$ cat config.mk
export PLATFORM = sky130hd
export DESIGN_NAME = sync_length_frame_deframer
export DESIGN_NICKNAME = d
export VERILOG_FILES = /design/src/design/slfd_pkg.sv /design/src/design/sync_length_frame_deframer.sv /design/src/design/slfd_csr.sv /design/src/design/slfd_parser.sv
export VERILOG_INCLUDE_DIRS = /design/src /design/src/design
export SDC_FILE = /design/constraint.sdc
export NUM_CORES = 1
export LEC_CHECK = 0
export ABC_AREA = 1
export BUFFER_PORTS_ARGS = -buffer_cell sky130_fd_sc_hd__buf_4
export CAP_MARGIN = 0
export CORE_MARGIN = 2
export CORE_UTILIZATION = 61
export DETAILED_ROUTE_END_ITERATION = 8
export PLACE_DENSITY_LB_ADDON = 0.3
export SLEW_MARGIN = 30
export SYNTH_ARGS = -nofsm -noshare
export SYNTH_HDL_FRONTEND = slang
export SYNTH_SLANG_ARGS = --single-unit
$ cat constraint.sdc
create_clock -name clock -period 4.35 [get_ports clock]
set_input_delay 0.2175 -clock clock [delete_from_list [all_inputs] [get_ports clock]]
set_output_delay 0.2175 -clock clock [all_outputs]
set_load 0.005 [all_outputs]
$ cat src/design/sync_length_frame_deframer_assert.svh
// Assertion macros shared by the frame deframer modules.
`ifndef SYNC_LENGTH_FRAME_DEFRAMER_ASSERT_SVH
`define SYNC_LENGTH_FRAME_DEFRAMER_ASSERT_SVH

// Check that the consequent holds in the same cycle as the antecedent.
`define SLFD_ASSERT_SAME(label, clk, rst, ante, cons) \
   label: assert property (@(posedge clk) disable iff (rst) (ante) |-> (cons)) \
      else $error("deframer assertion failed");

// Check that the consequent holds in the cycle after the antecedent.
`define SLFD_ASSERT_NEXT(label, clk, rst, ante, cons) \
   label: assert property (@(posedge clk) disable iff (rst) (ante) |=> (cons)) \
      else $error("deframer assertion failed");

`endif

$ cat src/design/slfd_pkg.sv
// Shared types and constants for the sync/length frame deframer.
package slfd_pkg;

   localparam int unsigned ByteWidth = 8;
   localparam int unsigned CsrIndexWidth = 2;

   typedef logic [ByteWidth-1:0] byte_type;

   // Register indexes on the configuration port
   typedef enum logic [CsrIndexWidth-1:0] {
      CSR_SYNC_FIRST  = 2'd0,
      CSR_SYNC_SECOND = 2'd1,
      CSR_END_MARKER  = 2'd2
   } csr_index_type;

   localparam byte_type SyncFirstReset  = 8'hEE;
   localparam byte_type SyncSecondReset = 8'hEF;
   localparam byte_type EndMarkerReset  = 8'hFF;

   // Parser phases
   typedef enum logic [2:0] {
      PH_SYNC0 = 3'd0,
      PH_SYNC1 = 3'd1,
      PH_KIND  = 3'd2,
      PH_LEN   = 3'd3,
      PH_DATA  = 3'd4,
      PH_CHECK = 3'd5,
      PH_END   = 3'd6
   } phase_type;

   typedef struct packed {
      byte_type sync_first;
      byte_type sync_second;
      byte_type end_marker;
   } cfg_type;

   typedef struct packed {
      logic     payload_valid;
      byte_type payload_byte;
      byte_type payload_index;
      logic     payload_last;
      logic     frame_done;
      logic     frame_dropped;
      byte_type frame_kind;
      byte_type frame_length;
      byte_type check_byte;
   } result_type;

endpackage

$ cat src/design/sync_length_frame_deframer.sv
// Top level: input register, frame parser and result register.
//
//  channel | direction | handshake             | payload
//  req     | in        | req_valid / req_ready | req_rx_byte
//  rsp     | out       | rsp_valid / rsp_ready | payload, frame status, kind, length, check
//  csr     | in        | csr_write_en          | csr_index, csr_write_data
//
// One byte per cycle sustained while rsp is not stalled; each byte passes through the input
// register, then the result register, before it is presented on rsp.
// Reset clears both pipeline valids, the parser to hunting and the registers to defaults.
// A stall on rsp holds the result register; req_ready stays high while the input
// register can move on in the same cycle.
`include "sync_length_frame_deframer_assert.svh"

module sync_length_frame_deframer (
   input  logic                               clock,
   input  logic                               reset,
   input  logic                               req_valid,
   output logic                               req_ready,
   input  slfd_pkg::byte_type                 req_rx_byte,
   output logic                               rsp_valid,
   input  logic                               rsp_ready,
   output logic                               rsp_payload_valid,
   output slfd_pkg::byte_type                 rsp_payload_byte,
   output slfd_pkg::byte_type                 rsp_payload_index,
   output logic                               rsp_payload_last,
   output logic                               rsp_frame_done,
   output logic                               rsp_frame_dropped,
   output slfd_pkg::byte_type                 rsp_frame_kind,
   output slfd_pkg::byte_type                 rsp_frame_length,
   output slfd_pkg::byte_type                 rsp_check_byte,
   input  logic                               csr_write_en,
   input  logic [slfd_pkg::CsrIndexWidth-1:0] csr_index,
   input  slfd_pkg::byte_type                 csr_write_data
);
   import slfd_pkg::*;

   cfg_type    cfg;
   logic       in_valid_ff;
   byte_type   in_byte_ff;
   logic       out_valid_ff;
   result_type out_result_ff;
   result_type parse_result;
   logic       out_free;
   logic       advance;

   // Move a byte into the result register when it is empty or being taken
   assign out_free  = !out_valid_ff || rsp_ready;
   assign advance   = in_valid_ff && out_free;
   assign req_ready = !in_valid_ff || advance;

   slfd_csr u_csr (
      .clock          (clock),
      .reset          (reset),
      .csr_write_en   (csr_write_en),
      .csr_index      (csr_index),
      .csr_write_data (csr_write_data),
      .cfg            (cfg)
   );

   slfd_parser u_parser (
      .clock   (clock),
      .reset   (reset),
      .step    (advance),
      .rx_byte (in_byte_ff),
      .cfg     (cfg),
      .result  (parse_result)
   );

   // Input register
   always_ff @(posedge clock) begin
      if (reset) begin
         in_valid_ff <= 1'b0;
      end else if (req_ready) begin
         in_valid_ff <= req_valid;
      end
   end

   always_ff @(posedge clock) begin
      if (req_valid && req_ready) begin
         in_byte_ff <= req_rx_byte;
      end
   end

   // Result register
   always_ff @(posedge clock) begin
      if (reset) begin
         out_valid_ff <= 1'b0;
      end else if (out_free) begin
         out_valid_ff <= in_valid_ff;
      end
   end

   always_ff @(posedge clock) begin
      if (advance) begin
         out_result_ff <= parse_result;
      end
   end

   assign rsp_valid         = out_valid_ff;
   assign rsp_payload_valid = out_result_ff.payload_valid;
   assign rsp_payload_byte  = out_result_ff.payload_byte;
   assign rsp_payload_index = out_result_ff.payload_index;
   assign rsp_payload_last  = out_result_ff.payload_last;
   assign rsp_frame_done    = out_result_ff.frame_done;
   assign rsp_frame_dropped = out_result_ff.frame_dropped;
   assign rsp_frame_kind    = out_result_ff.frame_kind;
   assign rsp_frame_length  = out_result_ff.frame_length;
   assign rsp_check_byte    = out_result_ff.check_byte;

   `SLFD_ASSERT_SAME(a_done_drop_exclusive, clock, reset,
      rsp_valid, !(rsp_frame_done && rsp_frame_dropped))
   `SLFD_ASSERT_SAME(a_payload_not_close, clock, reset,
      rsp_valid && rsp_payload_valid, !rsp_frame_done && !rsp_frame_dropped)
   `SLFD_ASSERT_NEXT(a_stalled_input_held, clock, reset,
      in_valid_ff && !out_free, in_valid_ff && $stable(in_byte_ff))

endmodule

$ cat src/design/slfd_csr.sv
// Configuration registers: sync bytes and end marker.
module slfd_csr (
   input  logic                               clock,
   input  logic                               reset,
   input  logic                               csr_write_en,
   input  logic [slfd_pkg::CsrIndexWidth-1:0] csr_index,
   input  slfd_pkg::byte_type                 csr_write_data,
   output slfd_pkg::cfg_type                  cfg
);
   import slfd_pkg::*;

   cfg_type cfg_ff;
   cfg_type cfg_in;

   // Decode the write index; unknown indexes are ignored
   always_comb begin
      cfg_in = cfg_ff;
      if (csr_write_en) begin
         unique case (csr_index)
            CSR_SYNC_FIRST:  cfg_in.sync_first  = csr_write_data;
            CSR_SYNC_SECOND: cfg_in.sync_second = csr_write_data;
            CSR_END_MARKER:  cfg_in.end_marker  = csr_write_data;
            default:         cfg_in = cfg_ff;
         endcase
      end
   end

   always_ff @(posedge clock) begin
      if (reset) begin
         cfg_ff.sync_first  <= SyncFirstReset;
         cfg_ff.sync_second <= SyncSecondReset;
         cfg_ff.end_marker  <= EndMarkerReset;
      end else begin
         cfg_ff <= cfg_in;
      end
   end

   assign cfg = cfg_ff;

endmodule

$ cat src/design/slfd_parser.sv
// Frame parser state machine: one byte per step, one result per byte.
`include "sync_length_frame_deframer_assert.svh"

module slfd_parser (
   input  logic                 clock,
   input  logic                 reset,
   input  logic                 step,
   input  slfd_pkg::byte_type   rx_byte,
   input  slfd_pkg::cfg_type    cfg,
   output slfd_pkg::result_type result
);
   import slfd_pkg::*;

   phase_type phase_ff, phase_in;
   byte_type  count_ff, count_in;
   byte_type  len_ff, len_in;
   byte_type  kind_ff, kind_in;
   byte_type  check_ff, check_in;
   logic      close_frame;
   logic [ByteWidth:0] count_next;

   assign count_next = {1'b0, count_ff} + 1'b1;

   // Next state and result for the byte at the input
   always_comb begin
      phase_in = phase_ff;
      count_in = count_ff;
      len_in   = len_ff;
      kind_in  = kind_ff;
      check_in = check_ff;
      result   = '0;
      unique case (phase_ff)
         PH_SYNC1: begin
            if (rx_byte == cfg.sync_second) begin
               phase_in = PH_KIND;
            end else begin
               result.frame_dropped = 1'b1;
            end
         end
         PH_KIND: begin
            kind_in  = rx_byte;
            phase_in = PH_LEN;
         end
         PH_LEN: begin
            len_in   = rx_byte;
            count_in = '0;
            phase_in = (rx_byte != '0) ? PH_DATA : PH_CHECK;
         end
         PH_DATA: begin
            result.payload_valid = 1'b1;
            result.payload_byte  = rx_byte;
            result.payload_index = count_ff;
            if (count_next >= {1'b0, len_ff}) begin
               result.payload_last = 1'b1;
               phase_in = PH_CHECK;
            end
            count_in = count_next[ByteWidth-1:0];
         end
         PH_CHECK: begin
            check_in = rx_byte;
            phase_in = PH_END;
         end
         PH_END: begin
            if (rx_byte == cfg.end_marker) begin
               result.frame_done = 1'b1;
               result.check_byte = check_ff;
            end else begin
               result.frame_dropped = 1'b1;
            end
         end
         default: begin
            // Hunt for the first sync byte; the unused code hunts too
            phase_in = (rx_byte == cfg.sync_first) ? PH_SYNC1 : PH_SYNC0;
         end
      endcase

      result.frame_kind   = kind_in;
      result.frame_length = len_in;

      // Drop the frame context once the frame closes either way
      close_frame = result.frame_done | result.frame_dropped;
      if (close_frame) begin
         phase_in = PH_SYNC0;
         count_in = '0;
         len_in   = '0;
         kind_in  = '0;
         check_in = '0;
      end
   end

   // Advance state only when a byte moves through
   always_ff @(posedge clock) begin
      if (reset) begin
         phase_ff <= PH_SYNC0;
         count_ff <= '0;
         len_ff   <= '0;
         kind_ff  <= '0;
         check_ff <= '0;
      end else if (step) begin
         phase_ff <= phase_in;
         count_ff <= count_in;
         len_ff   <= len_in;
         kind_ff  <= kind_in;
         check_ff <= check_in;
      end
   end

   `SLFD_ASSERT_SAME(a_data_count_in_range, clock, reset, phase_ff == PH_DATA, count_ff < len_ff)
   `SLFD_ASSERT_SAME(a_hunt_context_clear, clock, reset, phase_ff == PH_SYNC0, kind_ff == '0 && len_ff == '0 && check_ff == '0)
   `SLFD_ASSERT_NEXT(a_close_returns_to_hunt, clock, reset, step && close_frame, phase_ff == PH_SYNC0)

endmodule
==> metrics.md <==
| Metric | Value |
|---|---|
| Status | complete, no violations |
| Clk sink count | 113 |
| Post-route total power | approximately 2.7 mW |
| Critical path type | reg2reg |
| Leakage | ~2.7 nW |
| Clock Latency Late Sink | roughly 0.52 ns |
| Post-synth top area cell | edfxtp_1 |
| Final Hold Vio Count | 0 |
| Synth Instances | 563 |
| Met3 WL | roughly 840 um |
| Initial DRC Count | approximately 230 |
| Vias in the first global route | between 4000 and 5000 |
| Initial antenna violation count | 0 |
| First-pass GRT wire length | 18880 um |
| Final period util | 0.5393 |
| Num CTS Buffers | 17 |
| Inserted Diodes | 0 |
| Critical Path Max Stage Delay | about 0.40 ns |
| Worst slew pin tran | 0.7527 ns |
| Core area | between 8000 and 9000 sq um |
| GPL Wtd Cong | 0.8506 |
| FFs w/ async S/R, synth | 0 |
| Fmax | approximately 430 MHz |
| DRT Pass-1 Iters | 5 |
| Largest family of logic cells by synthesized area | simple AND/OR/NAND/NOR gates |
| Crit path DAT | ~2.6 ns |
| Buffers on Ports | a little under 70 |
| Setup Skew | around 0.0097 ns |
| Die height | between 90 and 100 um |
| Avg Cell Area, Syn | approximately 8.9 sq um |
| Synth Area in Adders | 0.02254 |
| Routed via count | between 4000 and 5000 |
| R2R cell count | 11 |
| Uppermost layer routed | met4 |
| Post-synth EDFFs | 52 |
| Routed length on met1 | ~4500 um |
| Max-slew violations | 0 |
| Root Buffer Master | clkbuf_8 |
| Yosys top cell area share | 0.3125 |
| Syn. warnings | 0 |
| Worst R2R End | rsp_payload_last$_SDFFCE_PN0P_ |
| WL/cell | between 15 and 20 um |
| Largest register FFs | 24 |
| Largest net degree at the start of global routing | 64 |
| Final HPWL from detailed placement | between 7000 and 8000 um |
| Worst Setup Start Kind | flip-flop |
| Simple-gate share of the synthesized area | 0.2236 |
| CTS tree | built |
| DIE WIDTH | ~95 um |
| HP Start | req_valid |
| Die Area | around 8900 sq um |
| Share of cells above drive strength 1 | 0.1891 |
| Starting Density | 0.6173 |
| Synth Flop Type | dfxtp_1 |
| Nets | 680 |
| Maxcap violations | 0 |
| Largest cells by area after synthesis | edfxtp_1 (31%), dfxtp_1 (24%), nand2_1 (11%) |
| Hold EP | in_valid_ff$_SDFFE_PP0N_ |
| Unrepaired setup endpoints after global routing | no |
| Proportion of synthesized area in mux cells | 0 |
| Sequential share of the synthesized area | 0.5570 |
| Antenna viol nets, final | 0 |
| Area of the mapped netlist | 4996 sq um |
| Tot GR Track Use | 0.2783 |
| Design area | about 6300 sq um |
| Hold buffers post-CTS | 16 |
| Htree depth | 4 |
| Worst Setup SP | u_parser.count_ff[0]$_SDFFE_PP0P_ |
| Critical path, cell by cell | ha_1 -> nand3_1 -> nor2_1 -> xor2_1 -> ha_1 -> nand2_1 -> inv_1 -> nand2_1 -> nand2_1 -> a21boi_0 -> nor2_1 |
| Worst slew margin | 0.4970 |
| Synthesis-stage register bit count | about 110 |
| PwrDens | approximately 440 nW/um^2 |
| HP Class | in2reg |
| Final WS setup | approximately 2 ns |
| Register area | around 2800 sq um |
| R2R setup slack | between 2 and 2.5 ns |
| Clk buf depth | 2 |
| Critical path's slowest cell | dfxtp_1 |
| Crit path time final | 2.346 ns |
| WL met2 | about 6000 um |
| Crit path max fanout | 5 |
| Count of cell types in the netlist | 36 |
| Count of final setup violators | 0 |
| Compound-Gate Fraction of Synth Area | 0.08615 |
| Ports | between 60 and 70 |
| Clock transition at path regs | roughly 0.060 ns |
| Hold depth | 3 |
| Crit path capture type | flip-flop |
| Post-cts sizing count | 0 |
| Maximum vdd ir drop | ~0.00029 V |
| Routed WL | about 12000 um |
| Worst r2r src | u_parser.count_ff[0]$_SDFFE_PP0P_ |
| CP most frequent cell | nand2_1 |
| Setup bufs post-CTS | 0 |
| Area of placed instances | around 5600 sq um |
| Worst Path Required | 4.59 ns |
| Post-synthesis xor/xnor area fraction | 0.04558 |
| Setup TNS Final | 0 ns |
| Setup WS pre-CTS | between 2 and 2.5 ns |
| Site row count | 33 |
| DRC viols | 0 |
| Area delta synth->final | 25.52% |
| Fillers | 552 |
| Area of the multi-input gates | 1893 sq um |
| Vias per inst | ~5.5 |
| Syn Nets | about 600 |
| Congestion Overflow GR | 0 |
worst max-delay path, delay by kind of cell (launching register included):
kind	cells	cell delay (ns)
AND/OR/NAND/NOR	6	0.67
adder cells (fa/ha/maj)	2	0.51
flip-flops	1	0.40
XOR/XNOR	1	0.24
AO/OA/AOI/OAI	1	0.21
buffers and inverters	1	0.04
stage by stage:
stage               hold slack [ns]    util  cells
finish                      0.01131  0.7749    766
global route                0.02420  0.7749    766
CTS                        0.009321  0.7743    766
detailed placement           0.3969  0.6874    718
global placement             0.3958  0.6871    718
floorplan                    0.3164       -    563
cell usage after synthesis, types with 2 or more instances:
| library cell | number |
|---|---|
| nand3_1 | 34 |
| a21oi_1 | 32 |
| a21boi_0 | 2 |
| xnor2_1 | 12 |
| clkbuf_1 | 12 |
| o21ai_0 | 23 |
| nor2_4 | 2 |
| dfxtp_1 | 61 |
| nand2_2 | 4 |
| nor2_1 | 51 |
| o21ai_1 | 16 |
| inv_1 | 52 |
| xor2_1 | 14 |
| nand2_4 | 2 |
| o211ai_1 | 4 |
| nand4_1 | 7 |
| buf_2 | 4 |
| nand3_2 | 2 |
| nor3_2 | 2 |
| ha_1 | 9 |
| edfxtp_1 | 52 |
| nand2_1 | 140 |
| inv_2 | 9 |
| nor3_1 | 5 |
cell families (layout without fill, tap and decap cells):
kind of cell	after synthesis	count (layout)
xor gates and xnor gates	26	26
buffers and inverters	82	180
AOI/OAI and AO/OA	80	80
DFF	113	113
and+or+nand+nor	253	253
adders and majority gates	9	9
cells in the final DEF, fill, tap and decap left out, types with 2 or more instances in the layout:
cell	count
a21boi_0	2
a21oi_1	32
buf_4	70
bufinv_16	2
clkbuf_1	3
clkbuf_16	16
clkinv_2	6
clkinvlp_4	2
dfxtp_1	61
dlygate4sd3_1	16
edfxtp_1	52
ha_1	9
inv_1	52
inv_2	9
nand2_1	140
nand2_2	4
nand2_4	2
nand3_1	34
nand3_2	2
nand4_1	7
nor2_1	51
nor2_4	2
nor3_1	4
nor3_2	3
o211ai_1	4
o21ai_0	23
o21ai_1	16
xnor2_1	12
xor2_1	14
where the power goes:
part / switching [mW] / internal (mW)
clock: 0.468 / 0.804
sequential: 0.0369 / 1.17
combinational: 0.148 / 0.104
total: 0.653 / 2.08
routing by layer:
layer / GRT usage / vias to the layer above
li1: - / 2015
met1: 0.3188 / 1961
met2: 0.4857 / 199
met3: 0.07183 / 42
met4: 0.1329 / 0
met5: 0 / -
how the worst max path moves through the flow:
stage                                               to  slack [ns]
floorplan              rsp_check_byte[0]$_SDFFCE_PN0P_        1.84
global placement    rsp_payload_index[5]$_SDFFCE_PN0P_        2.24
detailed placement      rsp_payload_last$_SDFFCE_PN0P_        2.15
CTS                     rsp_payload_last$_SDFFCE_PN0P_        2.03
global route            rsp_payload_last$_SDFFCE_PN0P_        1.84
finish                  rsp_payload_last$_SDFFCE_PN0P_        2.00
layout make-up:
cell class                 count  share of cell area
tap                          105             0.02095
inverter                      62             0.03751
clock inverter                12             0.01876
timing repair buffer          86              0.1093
clock buffer                  20             0.06784
sequential                   113              0.4437
multi-input combinational    368              0.3019
No activity file was read; power rests on OpenSTA's default activity.
